<file path="config.mk">
export PLATFORM = sky130hd
export DESIGN_NAME = vita49_packet_classifier
export DESIGN_NICKNAME = d
export VERILOG_FILES = /design/src/rtl/vpc_pkg.sv /design/src/rtl/vita49_packet_classifier.sv /design/src/rtl/vpc_classify.sv
export SDC_FILE = /design/constraint.sdc
export NUM_CORES = 2
export LEC_CHECK = 0
export ABC_AREA = 1
export ABC_CLOCK_PERIOD_IN_PS = 13300
export BUFFER_PORTS_ARGS = -buffer_cell sky130_fd_sc_hd__buf_2
export CAP_MARGIN = 20
export CORE_MARGIN = 8
export CORE_UTILIZATION = 45
export DETAILED_ROUTE_END_ITERATION = 16
export MAX_ROUTING_LAYER = met4
export SKIP_LAST_GASP = 1
export SLEW_MARGIN = 30
export SYNTH_ARGS = -nofsm -noshare
export SYNTH_HDL_FRONTEND = slang
export SYNTH_HIERARCHICAL = 1
export SYNTH_SLANG_ARGS = --single-unit
</file>
<file path="constraint.sdc">
create_clock -name clock -period 13.3 [get_ports clock]
set_clock_uncertainty 0.15 [all_clocks]
set_input_delay 1.995 -clock clock [delete_from_list [all_inputs] [get_ports clock]]
set_output_delay 1.995 -clock clock [all_outputs]
set_load 0.05 [all_outputs]
</file>
<file path="src/rtl/vpc_pkg.sv">
// ----------------------------------------------------------------------------
// vpc_pkg: shared definitions for the packet classifier
// Types, codes and fixed sizes used by the classifier modules and checker.
// ----------------------------------------------------------------------------
package vpc_pkg;

   // Default sizes for the top-level parameters
   localparam int DEF_NUM_SLOTS     = 4;
   localparam int DEF_TRACK_ENTRIES = 16;
   localparam int MAX_SLOTS         = 4;

   // Fixed packet geometry
   localparam int HEADER_BYTES  = 28;
   localparam int TRAILER_BYTES = 4;
   localparam int TRAILER_BIT   = 26;
   localparam int SEQ_LSB       = 16;
   localparam int SEQ_W         = 4;
   localparam int WCOUNT_W      = 3;

   // Word positions captured from the header
   localparam logic [WCOUNT_W-1:0] POS_WORD0  = 3'd0;
   localparam logic [WCOUNT_W-1:0] POS_STREAM = 3'd1;
   localparam logic [WCOUNT_W-1:0] POS_CLASS  = 3'd3;
   localparam logic [WCOUNT_W-1:0] POS_SAT    = 3'd7;

   // Packet class codes
   localparam logic [15:0] CC_NARROW    = 16'h03E3;
   localparam logic [15:0] CC_REDUCED   = 16'h0123;
   localparam logic [15:0] CC_OPUS      = 16'h8005;
   localparam logic [15:0] CC_FFT       = 16'h8003;
   localparam logic [15:0] CC_WATERFALL = 16'h8004;
   localparam logic [15:0] CC_METER     = 16'h8002;
   localparam logic [15:0] CC_IQ24      = 16'h02E3;
   localparam logic [15:0] CC_IQ48      = 16'h02E4;
   localparam logic [15:0] CC_IQ96      = 16'h02E5;
   localparam logic [15:0] CC_IQ192     = 16'h02E6;

   // Slot kinds, 3 bits per slot
   localparam int          KIND_W   = 3;
   localparam logic [2:0]  KIND_AUX = 3'd1;
   localparam logic [2:0]  KIND_IQ  = 3'd2;
   localparam logic [2:0]  KIND_PAN = 3'd3;
   localparam logic [2:0]  KIND_WF  = 3'd4;
   localparam int          CHAN_W   = 8;

   // Register indexes on the CSR port
   localparam int          CSR_IDX_W         = 3;
   localparam logic [2:0]  CSR_SLOT_KINDS    = 3'd4;
   localparam logic [2:0]  CSR_SLOT_CHANNELS = 3'd5;

   // IQ rate codes
   localparam logic [1:0]  RATE_24K  = 2'd0;
   localparam logic [1:0]  RATE_48K  = 2'd1;
   localparam logic [1:0]  RATE_96K  = 2'd2;
   localparam logic [1:0]  RATE_192K = 2'd3;

   localparam int NUM_CATS = 5;

   typedef enum logic [3:0] {
      ACT_DROP,
      ACT_AUX_NARROW,
      ACT_AUX_REDUCED,
      ACT_IQ,
      ACT_NARROW,
      ACT_REDUCED,
      ACT_OPUS,
      ACT_FFT,
      ACT_WATERFALL,
      ACT_METER
   } action_type;

   typedef enum logic [2:0] {
      CAT_NONE,
      CAT_AUX,
      CAT_AUDIO,
      CAT_FFT,
      CAT_WATERFALL,
      CAT_METER
   } category_type;

   // Header fields of one complete packet
   typedef struct packed {
      logic [31:0] word0;
      logic [31:0] stream_id;
      logic [15:0] class_code;
      logic [15:0] bytes;
   } pkt_type;

   // One classification result
   typedef struct packed {
      action_type   action;
      category_type category;
      logic [31:0]  stream_id;
      logic [7:0]   channel;
      logic [1:0]   iq_rate_code;
      logic         seq_error;
      logic [15:0]  packet_bytes;
      logic [15:0]  payload_bytes;
      logic         has_trailer;
      logic [15:0]  class_code;
      logic         stats_full;
      logic [31:0]  category_errors;
   } rsp_type;

endpackage

</file>
<file path="src/rtl/vita49_packet_classifier.sv">
// ----------------------------------------------------------------------------
// vita49_packet_classifier: datagram classifier for extension-data packets
// Assembles header fields from a word stream and emits one classification
// result per datagram, with per-stream sequence checking.
// ----------------------------------------------------------------------------
//
//   channel  direction  handshake              payload
//   -------  ---------  ---------------------  ------------------------------
//   req      in         req_valid / req_ready  word, last, bytes_in_word
//   rsp      out        rsp_valid / rsp_ready  classification of one datagram
//   csr      in         csr_valid / csr_ready  csr_index, csr_data (slots)
//
// Cycles: one word is taken per cycle unless the packet register is full and
//   its result is held. The edge that takes a datagram's last word loads its
//   header into the packet register, where the classify logic resolves it;
//   the result register loads when the pipe advances.
// The classify stage resolves the stream table and commits its update in
//   the same cycle, so back-to-back datagrams see each other's updates.
// Reset clears the header accumulators, the stream table fill count and
//   the error counters; no sweep is needed.
// Stalls: a held result blocks the packet register only when it is full;
//   the csr port is always ready.
//
module vita49_packet_classifier #(
   parameter int NUM_SLOTS     = vpc_pkg::DEF_NUM_SLOTS,
   parameter int TRACK_ENTRIES = vpc_pkg::DEF_TRACK_ENTRIES
) (
   input  logic                          clock,
   input  logic                          reset,
   // input words
   input  logic                          req_valid,
   output logic                          req_ready,
   input  logic [31:0]                   req_word,
   input  logic                          req_last,
   input  logic [2:0]                    req_bytes_in_word,
   // results
   output logic                          rsp_valid,
   input  logic                          rsp_ready,
   output logic [3:0]                    rsp_action,
   output logic [2:0]                    rsp_category,
   output logic [31:0]                   rsp_stream_id,
   output logic [7:0]                    rsp_channel,
   output logic [1:0]                    rsp_iq_rate_code,
   output logic                          rsp_seq_error,
   output logic [15:0]                   rsp_packet_bytes,
   output logic [15:0]                   rsp_payload_bytes,
   output logic                          rsp_has_trailer,
   output logic [15:0]                   rsp_class_code,
   output logic                          rsp_stats_full,
   output logic [31:0]                   rsp_category_errors,
   // configuration
   input  logic                          csr_valid,
   output logic                          csr_ready,
   input  logic [vpc_pkg::CSR_IDX_W-1:0] csr_index,
   input  logic [31:0]                   csr_data
);
   import vpc_pkg::*;

   // Configuration registers
   logic [NUM_SLOTS-1:0][31:0] slot_id_ff;
   logic [11:0]                slot_kinds_ff;
   logic [31:0]                slot_channels_ff;

   // Per-packet accumulators
   logic [31:0]          word0_ff,  word0_in;
   logic [31:0]          stream_ff, stream_in;
   logic [15:0]          class_ff,  class_in;
   logic [15:0]          bytes_ff,  bytes_in;
   logic [WCOUNT_W-1:0]  wcount_ff, wcount_in;
   logic [2:0]           nb;
   logic [16:0]          bytes_sum;

   // Packet register and result register
   pkt_type  pkt_ff, pkt_in;
   logic     pkt_valid_ff;
   rsp_type  rsp_ff, rsp_in;
   logic     rsp_valid_ff;

   logic     req_fire;
   logic     advance;
   logic     commit;

   // Advance the pipe whenever the result slot is empty or being taken
   assign advance   = !rsp_valid_ff || rsp_ready;
   assign req_ready = !pkt_valid_ff || advance;
   assign req_fire  = req_valid && req_ready;
   assign commit    = pkt_valid_ff && advance;
   assign csr_ready = 1'b1;

   // Configuration writes; indexes past the list are dropped
   always_ff @(posedge clock) begin
      if (reset) begin
         slot_id_ff       <= '0;
         slot_kinds_ff    <= '0;
         slot_channels_ff <= '0;
      end else if (csr_valid) begin
         for (int s = 0; s < NUM_SLOTS; s++) begin
            if (csr_index == CSR_IDX_W'(s)) begin
               slot_id_ff[s] <= csr_data;
            end
         end
         if (csr_index == CSR_SLOT_KINDS) begin
            slot_kinds_ff <= csr_data[11:0];
         end
         if (csr_index == CSR_SLOT_CHANNELS) begin
            slot_channels_ff <= csr_data;
         end
      end
   end

   // Header capture by word position, byte count saturating at 16 bits
   always_comb begin
      nb        = (req_bytes_in_word > 3'd4) ? 3'd4 : req_bytes_in_word;
      bytes_sum = {1'b0, bytes_ff} + 17'(nb);
      bytes_in  = bytes_sum[16] ? 16'hFFFF : bytes_sum[15:0];
      word0_in  = (wcount_ff == POS_WORD0)  ? req_word : word0_ff;
      stream_in = (wcount_ff == POS_STREAM) ? req_word : stream_ff;
      class_in  = (wcount_ff == POS_CLASS)  ? req_word[15:0] : class_ff;
      wcount_in = (wcount_ff == POS_SAT) ? wcount_ff : wcount_ff + WCOUNT_W'(1);

      pkt_in.word0      = word0_in;
      pkt_in.stream_id  = stream_in;
      pkt_in.class_code = class_in;
      pkt_in.bytes      = bytes_in;
   end

   // Accumulate on each word, drop back to zero after the last one
   always_ff @(posedge clock) begin
      if (reset) begin
         word0_ff  <= '0;
         stream_ff <= '0;
         class_ff  <= '0;
         bytes_ff  <= '0;
         wcount_ff <= '0;
      end else if (req_fire) begin
         if (req_last) begin
            word0_ff  <= '0;
            stream_ff <= '0;
            class_ff  <= '0;
            bytes_ff  <= '0;
            wcount_ff <= '0;
         end else begin
            word0_ff  <= word0_in;
            stream_ff <= stream_in;
            class_ff  <= class_in;
            bytes_ff  <= bytes_in;
            wcount_ff <= wcount_in;
         end
      end
   end

   // Packet register: holds a finished datagram's header until classified
   always_ff @(posedge clock) begin
      if (reset) begin
         pkt_valid_ff <= 1'b0;
      end else if (req_fire && req_last) begin
         pkt_valid_ff <= 1'b1;
      end else if (advance) begin
         pkt_valid_ff <= 1'b0;
      end
   end

   always_ff @(posedge clock) begin
      if (req_fire && req_last) begin
         pkt_ff <= pkt_in;
      end
   end

   vpc_classify #(
      .NUM_SLOTS     (NUM_SLOTS),
      .TRACK_ENTRIES (TRACK_ENTRIES)
   ) u_classify (
      .clock         (clock),
      .reset         (reset),
      .pkt_in        (pkt_ff),
      .commit        (commit),
      .slot_id       (slot_id_ff),
      .slot_kinds    (slot_kinds_ff),
      .slot_channels (slot_channels_ff),
      .rsp_out       (rsp_in)
   );

   // Result register: hold until taken
   always_ff @(posedge clock) begin
      if (reset) begin
         rsp_valid_ff <= 1'b0;
      end else if (commit) begin
         rsp_valid_ff <= 1'b1;
      end else if (rsp_ready) begin
         rsp_valid_ff <= 1'b0;
      end
   end

   always_ff @(posedge clock) begin
      if (commit) begin
         rsp_ff <= rsp_in;
      end
   end

   assign rsp_valid           = rsp_valid_ff;
   assign rsp_action          = rsp_ff.action;
   assign rsp_category        = rsp_ff.category;
   assign rsp_stream_id       = rsp_ff.stream_id;
   assign rsp_channel         = rsp_ff.channel;
   assign rsp_iq_rate_code    = rsp_ff.iq_rate_code;
   assign rsp_seq_error       = rsp_ff.seq_error;
   assign rsp_packet_bytes    = rsp_ff.packet_bytes;
   assign rsp_payload_bytes   = rsp_ff.payload_bytes;
   assign rsp_has_trailer     = rsp_ff.has_trailer;
   assign rsp_class_code      = rsp_ff.class_code;
   assign rsp_stats_full      = rsp_ff.stats_full;
   assign rsp_category_errors = rsp_ff.category_errors;

endmodule

</file>
<file path="src/rtl/vpc_classify.sv">
// ----------------------------------------------------------------------------
// vpc_classify: packet classification and stream tracking
// Decodes one finished packet, owns the per-stream sequence table and the
// per-category error counters, which advance when the result is committed.
// ----------------------------------------------------------------------------
module vpc_classify #(
   parameter int NUM_SLOTS     = vpc_pkg::DEF_NUM_SLOTS,
   parameter int TRACK_ENTRIES = vpc_pkg::DEF_TRACK_ENTRIES
) (
   input  logic                          clock,
   input  logic                          reset,
   input  vpc_pkg::pkt_type              pkt_in,
   input  logic                          commit,
   input  logic [NUM_SLOTS-1:0][31:0]    slot_id,
   input  logic [11:0]                   slot_kinds,
   input  logic [31:0]                   slot_channels,
   output vpc_pkg::rsp_type              rsp_out
);
   import vpc_pkg::*;

   localparam int TRACK_W = (TRACK_ENTRIES > 1) ? $clog2(TRACK_ENTRIES) : 1;
   localparam int FILL_W  = $clog2(TRACK_ENTRIES + 1);

   // Entries are only ever appended, so the valid ones form a prefix
   logic [31:0]        track_stream_ff [TRACK_ENTRIES];
   logic [SEQ_W-1:0]   track_seq_ff    [TRACK_ENTRIES];
   logic [FILL_W-1:0]  track_fill_ff;
   logic [31:0]        cat_errors_ff   [NUM_CATS];

   logic               is_short;
   logic               trailer;
   logic [SEQ_W-1:0]   seq;
   logic [15:0]        overhead;
   logic [15:0]        payload;
   logic               aux_hit, iq_hit, any_pan, any_wf, pan_hit, wf_hit;
   logic               is_pan, is_wf;
   logic [CHAN_W-1:0]  aux_ch, iq_ch;
   logic [KIND_W-1:0]  kd;
   logic               sid_hit;
   category_type       cat;
   action_type         action;
   logic [CHAN_W-1:0]  chan;
   logic [1:0]         rate;
   logic               rate_ok;
   logic [TRACK_ENTRIES-1:0] hit_vec;
   logic [TRACK_W-1:0] match_idx;
   logic [SEQ_W-1:0]   match_seq;
   logic               found;
   logic               table_full;
   logic [TRACK_W-1:0] free_idx;
   logic               tracked;
   logic               seq_err;
   logic               stats_full;
   logic [2:0]         ci;
   logic [31:0]        cerr_new;

   // Packet geometry
   always_comb begin
      is_short = pkt_in.bytes < 16'(HEADER_BYTES);
      trailer  = pkt_in.word0[TRAILER_BIT];
      seq      = pkt_in.word0[SEQ_LSB +: SEQ_W];
      overhead = trailer ? 16'(HEADER_BYTES + TRAILER_BYTES) : 16'(HEADER_BYTES);
      payload  = (pkt_in.bytes > overhead) ? (pkt_in.bytes - overhead) : 16'd0;
   end

   // Slot match: lowest slot of a kind wins
   always_comb begin
      aux_hit = 1'b0;
      iq_hit  = 1'b0;
      any_pan = 1'b0;
      any_wf  = 1'b0;
      pan_hit = 1'b0;
      wf_hit  = 1'b0;
      aux_ch  = '0;
      iq_ch   = '0;
      kd      = '0;
      sid_hit = 1'b0;
      for (int s = 0; s < NUM_SLOTS; s++) begin
         kd      = slot_kinds[KIND_W*s +: KIND_W];
         sid_hit = slot_id[s] == pkt_in.stream_id;
         if (kd == KIND_AUX && sid_hit && !aux_hit) begin
            aux_hit = 1'b1;
            aux_ch  = slot_channels[CHAN_W*s +: CHAN_W];
         end
         if (kd == KIND_IQ && sid_hit && !iq_hit) begin
            iq_hit = 1'b1;
            iq_ch  = slot_channels[CHAN_W*s +: CHAN_W];
         end
         if (kd == KIND_PAN) begin
            any_pan = 1'b1;
            pan_hit = pan_hit | sid_hit;
         end
         if (kd == KIND_WF) begin
            any_wf = 1'b1;
            wf_hit = wf_hit | sid_hit;
         end
      end
      is_pan = !any_pan || pan_hit;
      is_wf  = !any_wf || wf_hit;
   end

   // Category
   always_comb begin
      priority if (aux_hit || iq_hit) begin
         cat = CAT_AUX;
      end else if (pkt_in.class_code == CC_NARROW || pkt_in.class_code == CC_REDUCED ||
                   pkt_in.class_code == CC_OPUS) begin
         cat = CAT_AUDIO;
      end else if (pkt_in.class_code == CC_FFT && is_pan) begin
         cat = CAT_FFT;
      end else if (pkt_in.class_code == CC_WATERFALL && is_wf) begin
         cat = CAT_WATERFALL;
      end else if (pkt_in.class_code == CC_METER) begin
         cat = CAT_METER;
      end else begin
         cat = CAT_NONE;
      end
   end

   // Stream table lookup; a stream appears at most once
   always_comb begin
      hit_vec   = '0;
      match_idx = '0;
      match_seq = '0;
      for (int i = 0; i < TRACK_ENTRIES; i++) begin
         hit_vec[i] = (FILL_W'(i) < track_fill_ff) &&
                      (track_stream_ff[i] == pkt_in.stream_id);
         if (hit_vec[i]) begin
            match_idx = match_idx | TRACK_W'(i);
            match_seq = match_seq | track_seq_ff[i];
         end
      end
      found      = |hit_vec;
      table_full = track_fill_ff == FILL_W'(TRACK_ENTRIES);
      free_idx   = track_fill_ff[TRACK_W-1:0];
      tracked    = (cat != CAT_NONE) && !is_short;
      seq_err    = tracked && found && (seq != (match_seq + SEQ_W'(1)));
      stats_full = tracked && !found && table_full;
      ci         = 3'(cat) - 3'd1;
      cerr_new   = cat_errors_ff[ci] + 32'(seq_err);
   end

   // Action, channel, rate
   always_comb begin
      action  = ACT_DROP;
      chan    = '0;
      rate    = RATE_24K;
      rate_ok = 1'b1;
      if (aux_hit) begin
         chan = aux_ch;
         if (pkt_in.class_code == CC_NARROW) begin
            action = (payload < 16'd4) ? ACT_DROP : ACT_AUX_NARROW;
         end else if (pkt_in.class_code == CC_REDUCED) begin
            action = (payload < 16'd2) ? ACT_DROP : ACT_AUX_REDUCED;
         end
      end else if (iq_hit) begin
         chan = iq_ch;
         unique case (pkt_in.class_code)
            CC_IQ24:  rate = RATE_24K;
            CC_IQ48:  rate = RATE_48K;
            CC_IQ96:  rate = RATE_96K;
            CC_IQ192: rate = RATE_192K;
            default:  rate_ok = 1'b0;
         endcase
         if (rate_ok && payload >= 16'd8) begin
            action = ACT_IQ;
         end
      end else begin
         unique case (pkt_in.class_code)
            CC_NARROW:    action = ACT_NARROW;
            CC_REDUCED:   action = ACT_REDUCED;
            CC_OPUS:      action = ACT_OPUS;
            CC_FFT:       action = is_pan ? ACT_FFT : ACT_DROP;
            CC_WATERFALL: action = is_wf ? ACT_WATERFALL : ACT_DROP;
            CC_METER:     action = ACT_METER;
            default:      action = ACT_DROP;
         endcase
      end
   end

   // Result word; a short packet reports only its length
   always_comb begin
      rsp_out              = '0;
      rsp_out.packet_bytes = pkt_in.bytes;
      if (!is_short) begin
         rsp_out.action          = action;
         rsp_out.category        = cat;
         rsp_out.stream_id       = pkt_in.stream_id;
         rsp_out.channel         = chan;
         rsp_out.iq_rate_code    = rate;
         rsp_out.seq_error       = seq_err;
         rsp_out.payload_bytes   = payload;
         rsp_out.has_trailer     = trailer;
         rsp_out.class_code      = pkt_in.class_code;
         rsp_out.stats_full      = stats_full;
         rsp_out.category_errors = tracked ? cerr_new : 32'd0;
      end
   end

   // Table fill and error counters
   always_ff @(posedge clock) begin
      if (reset) begin
         track_fill_ff <= '0;
         for (int c = 0; c < NUM_CATS; c++) begin
            cat_errors_ff[c] <= '0;
         end
      end else if (commit && tracked) begin
         if (seq_err) begin
            cat_errors_ff[ci] <= cerr_new;
         end
         if (!found && !table_full) begin
            track_fill_ff <= track_fill_ff + FILL_W'(1);
         end
      end
   end

   // Table contents
   always_ff @(posedge clock) begin
      if (commit && tracked) begin
         if (found) begin
            track_seq_ff[match_idx] <= seq;
         end else if (!table_full) begin
            track_stream_ff[free_idx] <= pkt_in.stream_id;
            track_seq_ff[free_idx]    <= seq;
         end
      end
   end

endmodule

</file>
==> out/qor.csv <==
metric;value;unit
cts_hold_buf;0;
cts_buffers;140;
required;13.64;ns
fin_total_pwr;8.67;mW
dp_hpwl;116000;µm
grt_overflow;0;
final_nets;6115;
drive_gt1_frac;0.128;
antenna_found_initial;26;
post_cts_buffers;0;
die_w;377;µm
cts.repair.resized;0;
syn_to_final_growth;12.5;%
num_vias;43242;
grt_usage;0.257;
tightest_slew;1.01;ns
cts_tree;done;
io_pins;211;
routabilityCongestion;0.917;
grt-busiest-layer;met2;
p_leak;25.2;nW
worstPathArrival;8.65;ns
final.min_clock_period;8.31;ns
io_buffers;209;
clockBufferDepth;3;
drt_wl_total;182000;µm
first_pass_iters;6;
cts_max_level;4;
syn_area_per_cell;10.0;µm²
drv_cap;0;
dieHeight;377;µm
root_buffer;clkbuf_16;
clkLatencyLatePin;0.78;ns
coreArea;0.129;mm²
dieArea;0.142;mm²
clk_pin_slew_worst_paths;0.06;ns
yosysWarnings;6;
hold_violations;0;
vias_per_cell;5.48;
syn-cell-area;0.0585;mm²
max_freq;0.120;GHz
peakVddDrop;0.138;mV
hold_class;reg2reg;
end_kind;flip-flop;
setup_viol;0;
use_met2;0.385;
crit_buf_inv;7;
grt_pass1_wl;266000;µm
grt_pass1_vias;40699;
syn_inst;5842;
drc;0;
slew_viol_final;0;
wl_per_cell;23.1;µm
rows;132;
status;finished clean;
cp_max_fo;45;
syn_nets;5941;
power_density;132;mW/mm²
grt_use_met3;0.0519;
grt_max_degree;131;
slowest_delay;0.94;ns
drtIter0Drc;5073;
cts_sinks;1284;
cp_slowest_cell;clkinv_1;
path_class;reg2reg;
postRouteAntennaNets;0;
rsz0062_at_grt;no;
met1_usage;0.358;
finalSetupTns;0;ns
period_share;0.625;
worst_path_dominant_cell_family;simple AND/OR/NAND/NOR gates;
r2r_slack;4.99;ns
worstSetupStartpointType;flip-flop;
relSlewSlack;0.323;
start_util;0.453;
-- routing by layer --
metal | vias up | share of wire
li1 | 19999 | -
met1 | 20995 | 0.44
met2 | 1983 | 0.44
met3 | 265 | 0.095
met4 | 0 | 0.025
met5 | - | 0
-- final cells by class --
cell class | instances | area, µm²
clock inverter | 75 | 687
timing repair buffer | 325 | 1940
tap | 1742 | 2180
sequential | 1284 | 36000
clock buffer | 180 | 3750
inverter | 524 | 1970
multi-input combinational | 3741 | 19200
antenna | 19 | 47.5
fill | 11680 | 63500
-- report_power, final --
group | total, mW | switching [mW] | internal (mW)
registers | 4.42 | 0.0322 | 4.39
clock network | 3.81 | 1.63 | 2.18
logic | 0.445 | 0.331 | 0.114
-- worst reg2reg max path, delay by kind of cell (launching register included) --
family	cells	cell delay, ns
AND/OR/NAND/NOR	19	3.57
buffers and inverters	7	2.44
adder cells (fa/ha/maj)	3	0.74
XOR/XNOR	1	0.57
flip-flops	1	0.32
AO/OA/AOI/OAI	1	0.25
-- layout by cell type (no fill, tap or decap), types with 38 or more instances in the layout --
| master | n |
|---|---|
| nor2_1 | 809 |
| nand2_1 | 1252 |
| a22oi_1 | 42 |
| o21ai_0 | 335 |
| buf_2 | 208 |
| o22ai_1 | 61 |
| or2_2 | 77 |
| xor2_1 | 38 |
| buf_4 | 115 |
| xnor2_1 | 303 |
| edfxtp_1 | 1033 |
| nor3_1 | 41 |
| nand3_1 | 125 |
| dfxtp_1 | 251 |
| a21oi_1 | 111 |
| o21ai_1 | 47 |
| clkbuf_16 | 142 |
| inv_1 | 486 |
| nand4_1 | 157 |
| nor2_2 | 45 |
-- state kept, by name, indices dropped and copies added (netlist names), 2 cells and up --
register / cells
u_classify/track_stream_ff: 512
u_classify/cat_errors_ff: 256
slot_id_ff: 128
pkt_ff: 69
u_classify/track_seq_ff: 64
rsp_category_errors: 32
rsp_stream_id: 32
slot_channels_ff: 32
stream_ff: 32
bytes_ff: 16
class_ff: 16
rsp_class_code: 16
rsp_packet_bytes: 16
rsp_payload_bytes: 16
slot_kinds_ff: 12
rsp_channel: 8
u_classify/track_fill_ff: 5
word0_ff: 5
rsp_action: 4
rsp_category: 3
wcount_ff: 3
rsp_iq_rate_code: 2
-- final timing paths --
check	endpoint	cells past startpoint	startpoint
min reg2reg	slot_id_ff[96]	2	slot_id_ff[96]
max reg2reg	u_classify/cat_errors_ff[6][10]	31	pkt_ff[57]
max	u_classify/cat_errors_ff[6][10]	31	pkt_ff[57]
min	slot_id_ff[96]	2	slot_id_ff[96]
-- metrics by stage --
stage	util	cells	cell area [µm²]	worst slack [ns]	hold WS, ns
final	0.509	7890	65800	4.99	0.309
after floorplan	-	5842	58500	1.94	0.287
after global routing	0.509	7888	65800	4.38	0.330
after CTS	0.508	7870	65700	5.11	0.311
after detailed placement	0.474	7615	61300	5.11	0.302
after global placement	0.474	7615	61300	5.27	0.296
(Power assumes the default switching activity.)
